$ cat src/sv/twlcd_pkg.sv
`default_nettype none
// ---------------------------------------------------------------------------
// twlcd_pkg
// shared constants and types of the two-way lru cache tag directory
// ---------------------------------------------------------------------------
package twlcd_pkg;

    localparam int ADDR_W    = 7;
    localparam int NUM_SETS  = 4;
    localparam int MEM_WORDS = 128;
    localparam int MEM_AW    = $clog2(MEM_WORDS);
    localparam int SET_W     = $clog2(NUM_SETS);
    localparam int TAG_W     = MEM_AW - SET_W;
    localparam int CNT_W     = 32;

    typedef enum logic [0:0] {
        S_IDLE,
        S_LOOKUP
    } state_t;

    // one memory row holds the tags of both ways of a set
    typedef logic [1:0][TAG_W-1:0] tag_row_t;

    typedef struct packed {
        logic              hit;
        logic              way;
        logic              ev_valid;
        logic [ADDR_W-1:0] ev_addr;
        logic              new_lru;
        tag_row_t          new_row;
    } decision_t;

endpackage
`default_nettype wire

$ cat src/sv/twlcd_tag_ram.sv
`default_nettype none
// ---------------------------------------------------------------------------
// twlcd_tag_ram
// tag memory, one row per set, one write and one registered read port
// ---------------------------------------------------------------------------
module twlcd_tag_ram (
    input  wire logic                                clk,
    input  wire logic                                rd_en,
    input  wire logic [twlcd_pkg::SET_W-1:0]         rd_addr,
    output twlcd_pkg::tag_row_t                      rd_data,
    input  wire logic                                wr_en,
    input  wire logic [twlcd_pkg::SET_W-1:0]         wr_addr,
    input  wire twlcd_pkg::tag_row_t                 wr_data
);

    twlcd_pkg::tag_row_t mem [twlcd_pkg::NUM_SETS];
    twlcd_pkg::tag_row_t rd_data_reg;

    always_ff @(posedge clk)
    begin
        if (wr_en)
        begin
            mem[wr_addr] <= wr_data;
        end
    end

    always_ff @(posedge clk)
    begin
        if (rd_en)
        begin
            rd_data_reg <= mem[rd_addr];
        end
    end

    assign rd_data = rd_data_reg;

endmodule
`default_nettype wire

$ cat src/sv/twlcd_decide.sv
`default_nettype none
// ---------------------------------------------------------------------------
// twlcd_decide
// compares both ways of a set and picks the hit, fill or victim way
// ---------------------------------------------------------------------------
module twlcd_decide (
    input  wire logic [twlcd_pkg::TAG_W-1:0] tag,
    input  wire logic [twlcd_pkg::SET_W-1:0] set_idx,
    input  wire logic [1:0]                  valid,
    input  wire logic                        lru,
    input  wire twlcd_pkg::tag_row_t         row,
    output twlcd_pkg::decision_t             dec
);

    localparam int AW = twlcd_pkg::ADDR_W;

    always_comb
    begin
        logic m0;
        logic m1;
        logic sel;
        m0  = valid[0] && (row[0] == tag);
        m1  = valid[1] && (row[1] == tag);
        sel = 1'b0;
        dec = '0;
        dec.new_row = row;
        if (m0 || m1)
        begin
            sel         = !m0;
            dec.hit     = 1'b1;
            dec.way     = sel;
            // way 1 stays lru while it is empty
            dec.new_lru = valid[1] ? !sel : 1'b1;
        end
        else
        begin
            if (!valid[0])
            begin
                sel = 1'b0;
            end
            else if (!valid[1])
            begin
                sel = 1'b1;
            end
            else
            begin
                sel          = lru;
                dec.ev_valid = 1'b1;
                dec.ev_addr  = AW'({row[sel], set_idx});
            end
            dec.way          = sel;
            dec.new_row[sel] = tag;
            dec.new_lru      = !sel;
        end
    end

endmodule
`default_nettype wire

$ cat src/sv/two_way_lru_cache_directory_top.sv
`default_nettype none
// ---------------------------------------------------------------------------
// two_way_lru_cache_directory_top
// tag directory of a two-way set-associative cache with one lru bit per set
// ---------------------------------------------------------------------------
// Each address transfer is looked up in its set; the result (hit, way,
// evicted address and the saturating hit and miss counts) appears in the
// output register once the lookup state commits it. The tag memory is
// read in the cycle of the transfer and the same row is compared, and on
// a miss written back, in the lookup state, so lookups never overlap. A
// new address is taken while a result still waits on the output; the
// following lookup then holds until that result is taken. Valid and lru
// bits are flip-flops cleared by reset, so no clearing pass is needed.
module two_way_lru_cache_directory_top (
    input  wire logic                          clk,
    input  wire logic                          rst_n,
    input  wire logic                          in_valid,
    output logic                               in_ready,
    input  wire logic [twlcd_pkg::ADDR_W-1:0]  address,
    output logic                               out_valid,
    input  wire logic                          out_ready,
    output logic                               hit,
    output logic                               way,
    output logic                               evicted_valid,
    output logic [twlcd_pkg::ADDR_W-1:0]       evicted_address,
    output logic [twlcd_pkg::CNT_W-1:0]        hits_so_far,
    output logic [twlcd_pkg::CNT_W-1:0]        misses_so_far
);

    localparam int NS    = twlcd_pkg::NUM_SETS;
    localparam int SET_W = twlcd_pkg::SET_W;
    localparam int TAG_W = twlcd_pkg::TAG_W;
    localparam int MEM_AW = twlcd_pkg::MEM_AW;
    localparam int CNT_W = twlcd_pkg::CNT_W;
    localparam int AW    = twlcd_pkg::ADDR_W;

    twlcd_pkg::state_t state_reg, state_next;

    logic [SET_W-1:0]       set_reg;
    logic [TAG_W-1:0]       tag_reg;
    logic [NS-1:0][1:0]     valid_reg;
    logic [NS-1:0]          lru_reg;
    logic [CNT_W-1:0]       hits_reg, hits_next;
    logic [CNT_W-1:0]       misses_reg, misses_next;
    logic                   out_valid_reg, out_valid_next;
    logic                   hit_reg;
    logic                   way_reg;
    logic                   ev_valid_reg;
    logic [AW-1:0]          ev_addr_reg;

    logic                   accept;
    logic                   commit;
    logic [MEM_AW-1:0]      addr_eff;
    twlcd_pkg::tag_row_t    rd_row;
    twlcd_pkg::decision_t   dec;

    // address wraps into memory size
    assign addr_eff = address[MEM_AW-1:0];

    twlcd_tag_ram u_tag_ram (
        .clk     (clk),
        .rd_en   (accept),
        .rd_addr (addr_eff[SET_W-1:0]),
        .rd_data (rd_row),
        .wr_en   (commit && !dec.hit),
        .wr_addr (set_reg),
        .wr_data (dec.new_row)
    );

    twlcd_decide u_decide (
        .tag     (tag_reg),
        .set_idx (set_reg),
        .valid   (valid_reg[set_reg]),
        .lru     (lru_reg[set_reg]),
        .row     (rd_row),
        .dec     (dec)
    );

    always_comb
    begin
        state_next     = state_reg;
        in_ready       = 1'b0;
        commit         = 1'b0;
        out_valid_next = out_valid_reg && !out_ready;
        case (state_reg)
            twlcd_pkg::S_IDLE:
            begin
                in_ready = 1'b1;
                if (in_valid)
                begin
                    state_next = twlcd_pkg::S_LOOKUP;
                end
            end
            twlcd_pkg::S_LOOKUP:
            begin
                if (!out_valid_reg || out_ready)
                begin
                    commit         = 1'b1;
                    out_valid_next = 1'b1;
                    state_next     = twlcd_pkg::S_IDLE;
                end
            end
            default:
            begin
                state_next = twlcd_pkg::S_IDLE;
            end
        endcase
    end

    assign accept = in_valid && in_ready;

    always_comb
    begin
        hits_next   = hits_reg;
        misses_next = misses_reg;
        if (commit && dec.hit && (hits_reg != '1))
        begin
            hits_next = hits_reg + CNT_W'(1);
        end
        if (commit && !dec.hit && (misses_reg != '1))
        begin
            misses_next = misses_reg + CNT_W'(1);
        end
    end

    always_ff @(posedge clk or negedge rst_n)
    begin
        if (!rst_n)
        begin
            state_reg     <= twlcd_pkg::S_IDLE;
            valid_reg     <= '0;
            lru_reg       <= '0;
            hits_reg      <= '0;
            misses_reg    <= '0;
            out_valid_reg <= 1'b0;
        end
        else
        begin
            state_reg     <= state_next;
            hits_reg      <= hits_next;
            misses_reg    <= misses_next;
            out_valid_reg <= out_valid_next;
            if (commit)
            begin
                lru_reg[set_reg] <= dec.new_lru;
                if (!dec.hit)
                begin
                    valid_reg[set_reg][dec.way] <= 1'b1;
                end
            end
        end
    end

    always_ff @(posedge clk)
    begin
        if (accept)
        begin
            set_reg <= addr_eff[SET_W-1:0];
            tag_reg <= addr_eff[MEM_AW-1:SET_W];
        end
        if (commit)
        begin
            hit_reg      <= dec.hit;
            way_reg      <= dec.way;
            ev_valid_reg <= dec.ev_valid;
            ev_addr_reg  <= dec.ev_addr;
        end
    end

    assign out_valid       = out_valid_reg;
    assign hit             = hit_reg;
    assign way             = way_reg;
    assign evicted_valid   = ev_valid_reg;
    assign evicted_address = ev_addr_reg;
    assign hits_so_far     = hits_reg;
    assign misses_so_far   = misses_reg;

    a_hits_monotone: assert property (@(posedge clk) disable iff (!rst_n)
        hits_reg >= $past(hits_reg))
        else $error("hit count decreased");

    a_one_counter: assert property (@(posedge clk) disable iff (!rst_n)
        commit && dec.hit |=> $stable(misses_reg))
        else $error("miss count moved on a hit");

    a_fill_valid: assert property (@(posedge clk) disable iff (!rst_n)
        commit && !dec.hit |=> valid_reg[$past(set_reg)][$past(dec.way)])
        else $error("filled way not marked valid");

    a_result_from_commit: assert property (@(posedge clk) disable iff (!rst_n)
        $rose(out_valid_reg) |-> $past(commit))
        else $error("result shown without a lookup");

endmodule
`default_nettype wire
$ cat config.mk
export PLATFORM = sky130hd
export DESIGN_NAME = two_way_lru_cache_directory_top
export DESIGN_NICKNAME = d
export VERILOG_FILES = /design/src/sv/twlcd_pkg.sv /design/src/sv/twlcd_tag_ram.sv /design/src/sv/twlcd_decide.sv /design/src/sv/two_way_lru_cache_directory_top.sv
export SDC_FILE = /design/constraint.sdc
export NUM_CORES = 1
export LEC_CHECK = 0
export BUFFER_PORTS_ARGS = -buffer_cell sky130_fd_sc_hd__buf_2
export CELL_PAD_IN_SITES_DETAIL_PLACEMENT = 0
export CELL_PAD_IN_SITES_GLOBAL_PLACEMENT = 1
export CORE_MARGIN = 4
export CORE_UTILIZATION = 30
export DETAILED_ROUTE_END_ITERATION = 6
export PLACE_DENSITY = 0.55
export SYNTH_ARGS = -nofsm -noshare
export SYNTH_HDL_FRONTEND = slang
export SYNTH_SLANG_ARGS = --single-unit
$ cat constraint.sdc
create_clock -name clk -period 6 [get_ports clk]
set_input_delay 0 -clock clk [delete_from_list [all_inputs] [get_ports clk]]
set_output_delay 0 -clock clk [all_outputs]
set_load 0.01 [all_outputs]
# Word-level counts from Yosys, hierarchy flattened
# Memories as Yosys holds them, arrays and structs flattened. A register that Yosys moved wholly into a read port is not among the register bits.
# Index checks and enable logic that the tools add are counted.
[op_classes] n_addsub=2 n_reduce_logical=21 n_bitwise=5 magnitude_cmp=7 mux=35 n_eq_ne=4
[ops] operator="adder 32 x 1 -> 32 bit (second input constant)" count=2
[ops] operator="inequality test 32 bit (second input constant)" count=2
[ops] operator="2-to-1 mux 1 bit" count=19
[ops] operator="2-to-1 mux 5 bit" count=3
[ops] operator="logical AND 1 bit" count=11
[ops] operator="bitwise mux 10 bit" count=1
[ops] operator="== test 5 bit" count=2
[ops] operator="2-to-1 mux 10 bit" count=1
[ops] operator="2-to-1 mux 8 bit" count=1
[ops] operator="OR 8 bit" count=1
[ops] operator="less-than comparator 1 x 2 -> 1 bit (second input constant)" count=3
[ops] operator="demux 5 bit (select 1 bit)" count=1
[ops] operator="logical NOT 1 bit" count=5
[ops] operator="binary-select mux 2 bit (select 2 bit)" count=1
[ops] operator="bitwise mux 4 bit" count=1
[ops] operator="demux 2 bit (select 2 bit)" count=1
[ops] operator="2-to-1 mux 2 bit" count=2
[ops] operator="inverter 1 bit" count=4
[ops] operator="less-than comparator 2 x 3 -> 1 bit (second input constant)" count=1
[ops] operator="OR reduction 3 bit" count=1
[ops] operator="binary-select mux 1 bit (select 2 bit)" count=1
[ops] operator="demux 1 bit (select 2 bit)" count=1
[ops] operator="greater-or-equal comparator 1 bit (second input constant)" count=2
[ops] operator="greater-or-equal comparator 2 x 1 -> 1 bit (second input constant)" count=1
[ops] operator="5 further kinds" count=6
[totals] out_inout_bits=76 input_bits=11 n_memories=1 regBits=95 elab_cells=90 ram_bits=40
[memory_table] memory="u_tag_ram.mem" depth=4 word_bits=10 read_ports=1 rd_clocked_by_memory_dff=1 wr=1 line="twlcd_tag_ram.sv:16" rtl="twlcd_pkg::tag_row_t mem [twlcd_pkg::NUM_SETS];"

# Longest topological paths before layout
[logic_depth] word_depth=13 ltp_mapped=8 ltp_nobuf=7

# Hierarchy
# A second synthesis with hierarchy kept.
[hier_totals] hier_cells=509 area_unflattened_um2=6690.2
[modules_own_cells] module="two_way_lru_cache_directory_top" instances=1 seq_area_each_um2=2462.4 area_per_inst_um2=4272.8 cells_per_inst=348
[modules_own_cells] module="twlcd_tag_ram" instances=1 seq_area_each_um2=1501.4 area_per_inst_um2=1774.2 cells_per_inst=66
[modules_own_cells] module="twlcd_decide" instances=1 seq_area_each_um2=0.0 area_per_inst_um2=643.1 cells_per_inst=95

# Least setup slack after synthesis
# No wires, ideal clock.
[synth_path] path_kind="register -> register" start="register out_valid_reg, in the netlist out_valid" end="memory u_tag_ram.mem[0][0] (netlist name) (enable)" setup_time_ns=0.390 required_ns=5.610 slack_ns=3.235 period_less_slack_ns=2.765 t_arrival_ns=2.376 path_stages_with_launch=7 path_buffers=1 cell_sequence="dfrtp_1 > nand2b_1 > nand2_1 > inv_1 > clkbuf_1 > nand2_1 > nor3_1"
[synth_via] elab_chain_cells=7
[synth_lines] element="start: declaration" line="two_way_lru_cache_directory_top.sv:45" rtl="logic out_valid_reg, out_valid_next;"
[synth_lines] element="start signal: assignment" line="two_way_lru_cache_directory_top.sv:142" rtl="out_valid_reg <= out_valid_next;"
[synth_lines] element="logical NOT 1 bit" line="two_way_lru_cache_directory_top.sv:96" rtl="if (!out_valid_reg || out_ready)"
[synth_lines] element="logical OR 1 bit" line="two_way_lru_cache_directory_top.sv:96"
[synth_lines] element="2-to-1 mux 1 bit" line="two_way_lru_cache_directory_top.sv:96"
[synth_lines] element="2-to-1 mux 1 bit" line="two_way_lru_cache_directory_top.sv:85" rtl="case (state_reg)"
[synth_lines] element="via commit" line="two_way_lru_cache_directory_top.sv:52" rtl="logic commit;"
[synth_lines] element="logical AND 1 bit" line="two_way_lru_cache_directory_top.sv:65" rtl=".wr_en (commit && !dec.hit),"
[synth_lines] element="2-to-1 mux 1 bit" line="twlcd_tag_ram.sv:21" rtl="if (wr_en)"
[synth_lines] element="2-to-1 mux 1 bit (implied by the code)" line="twlcd_tag_ram.sv:23" rtl="mem[wr_addr] <= wr_data;"
[synth_lines] element="end: declaration" line="twlcd_tag_ram.sv:16"
# The timed path passes the listed nets, and every way through them passes these cells.

# Worst setup path after layout
[layout_path] start="register out_valid_reg, in the netlist out_valid" end="memory u_tag_ram.mem[3][2] (netlist name) (enable)"
[layout_via] elab_chain_cells=7
[layout_lines] element="logical NOT 1 bit" line="two_way_lru_cache_directory_top.sv:96"
[layout_lines] element="logical OR 1 bit" line="two_way_lru_cache_directory_top.sv:96"
[layout_lines] element="2-to-1 mux 1 bit" line="two_way_lru_cache_directory_top.sv:96"
[layout_lines] element="2-to-1 mux 1 bit" line="two_way_lru_cache_directory_top.sv:85"
[layout_lines] element="logical AND 1 bit" line="two_way_lru_cache_directory_top.sv:65"
[layout_lines] element="2-to-1 mux 1 bit" line="twlcd_tag_ram.sv:21"
[layout_lines] element="2-to-1 mux 1 bit (implied by the code)" line="twlcd_tag_ram.sv:23"
# Every way passes these cells.

==> impl_metrics.ini <==
[finish]
area.growth.synth_to_final_pct = 21.56
fin_nets = 610
drive_gt1_frac = 0.2607
antennaDiodeCount = 0
largest-register = u_tag_ram.mem
largest_reg_flops = 40

[drt]
drc_errors = 0
routed_wl_mm = 15.88
drt_iter0_drc = 185
dr.pass1.iters = 4
wl_per_cell_um = 17.95
final_antenna_net_count = 0
viasPerCell = 4.942
route.vias.total = 4374

[clocking]
cts_buffers = 17
htreeDepth = 4
clock_latency_ns = 0.42
cts_sinks = 145
root_buffer = clkbuf_16
cts_max_path_buffers = 2
cts_resized = 0
clk_pin_slew_ns = 0.06
postCtsSetupBuffers = 0
tritoncts = yes

[critical_path]
crit_fanout = 20
start_kind = register
crit_required_ns = 6.03
timing.reg2reg.setup_slack_ns = 2.84
cp.arrival_ns = 3.19
critPathKind = register to register
crit_path_end_kind = register

[floorplan]
dieArea_sq_um = 24150
row_count = 53
initial_core_util = 0.3071
die_x_um = 155.4
core_sq_um = 21220
die_h_um = 155.4
ios = 87

[logic_synthesis]
synth_edf_count = 67
yosysWarnings = 0
synth_top_area_frac = 0.3087
synth.net_count = 506
syn_area_per_cell_sq_um = 13.22
synth_cell_types = 47
async_reset_ff_frac = 0.5379
synth_most_common_cell = dfrtp_1
ys_seq_elements = 145
ys.flop_type = dfrtp_1
yosys-top-cells-count = 78 x dfrtp_1, 67 x edfxtp_1, 40 x nand4_1, 39 x xor2_1, 34 x nor2_1
ys_seq_area_frac = 0.6082
syn_area_sq_um = 6518
syn_inst = 493
synth_area_leaders = edfxtp_1 31%, dfrtp_1 30%, xor2_1 5.2%
yosysTopAreaCell = edfxtp_1

[outcome]
status = finished, final reports clean

[timing]
tightest_slew_ns = 1.137
timing.hold.ws_ns = 0.03995
fin_worst_skew_ns = 0.009030
finalSetupViolations = 0
slew_viol_final = 0
period_needed_ns = 3.159
setup_tns_ns = 0
fmax_mhz = 316.5
rsz0062_at_grt = no
slew_headroom = 0.2391
finalHoldViolCount = 0
finalCritPeriodShare = 0.5265

[global_route]
grt_max_degree = 79
grt_pass1_wl_mm = 25.55
grt_use_total = 0.1363
gr-total-overflow = 0
grt_antenna_before_repair = 0
first_global_vias = 4384

[place]
dp_hpwl_mm = 11.12
io_buffers = 86
place_congestion = 0.8012

[power]
peakVddDrop_mv = 0.1882
p_leak_uw = 0.003355
powerDensity_nw_per_um2 = 412.8

[worst_hold_path]
hold_class = primary input to register

[flow_run]
cap_viol_max_count = 0
==> critical path, stage by stage, from the launching register on <==
cell,delay [ns]
dfrtp_1,0.39
nand2b_1,0.09
nand2_1,0.33
inv_1,0.55
buf_4,0.36
nand3_1,0.16
nor2_1,0.89
==> path summary, 6_finish.rpt <==
| path | start | endpoint | cells past startpoint |
|---|---|---|---|
| min | address[0] | set_reg[0] | 1 |
| max in group asynchronous | rst_n | hits_so_far[30] | 2 |
| max | out_valid | u_tag_ram.mem[3][2] | 6 |
| min reg2reg | valid_reg[5] | valid_reg[5] | 1 |
| max reg2reg | out_valid | u_tag_ram.mem[3][2] | 6 |
| min in group asynchronous | rst_n | misses_so_far[16] | 2 |
==> report_power, final <==
| group | internal [uW] | switching, uW |
|---|---|---|
| Sequential | 1310 | 121 |
| Combinational | 293 | 497 |
| Clock | 592 | 462 |
| Total | 2190 | 1080 |
==> placed cells by master (no fill, tap or decap), types with 4 or more instances in the layout <==
master / instances
a21o_1: 4
nand2_1: 23
nand4_1: 40
mux2_1: 5
nor2_1: 34
dlygate4sd3_1: 9
inv_8: 4
buf_2: 85
mux4_2: 13
mux2i_1: 5
inv_1: 10
buf_4: 5
xor2_1: 39
mux2_4: 5
dfrtp_1: 78
edfxtp_1: 67
a31o_2: 4
nand3_1: 33
nor4_1: 10
xnor2_1: 33
and3_1: 11
and4_1: 5
nor3_1: 22
clkbuf_16: 17
inv_6: 9
==> layer usage <==
metal | wire length, um | global-route usage
met1 | 7156 | 0.1886
met2 | 7714 | 0.2138
met3 | 846 | 0.03421
met4 | 166 | 0.03793
met5 | 0 | 0
==> area by class of cell <==
cell class,instances,area (sq um)
clock buffer,17,425.4
clock inverter,15,157.7
fill,2087,13300
inverter,11,46.29
multi-input combinational,323,2432
sequential,145,3964
tap,275,344.1
timing repair buffer,99,553.0
==> what timing repair did <==
action	4_1_cts	5_1_grt
endpoints found under the hold margin	86	0
setup endpoints to repair	0	0
hold buffers	9	0
==> metrics by stage <==
step                total power (uW)  setup WS (ns)  instance area, sq um    util  instances
floorplan                       1957          3.235                  6518       -        493
global placement                2238          2.989                  7249  0.3416        844
detailed placement              2247          2.841                  7249  0.3416        844
CTS                             3322          2.826                  7923  0.3733        885
global route                    3461          2.598                  7923  0.3733        885
finish                          3270          2.841                  7923  0.3733        885
==> cell families (layout without fill, tap and decap cells) <==
group	after synthesis	in the layout	synth area share
adder cells (fa/ha/maj)	2	2	0.003839
AO/OA/AOI/OAI	20	20	0.02131
buffers and inverters	25	142	0.01939
XOR/XNOR	72	72	0.09676
multiplexers	29	29	0.07449
AND/OR/NAND/NOR	200	200	0.1760
flip-flops	145	145	0.6082
(Power assumes the default switching activity.)
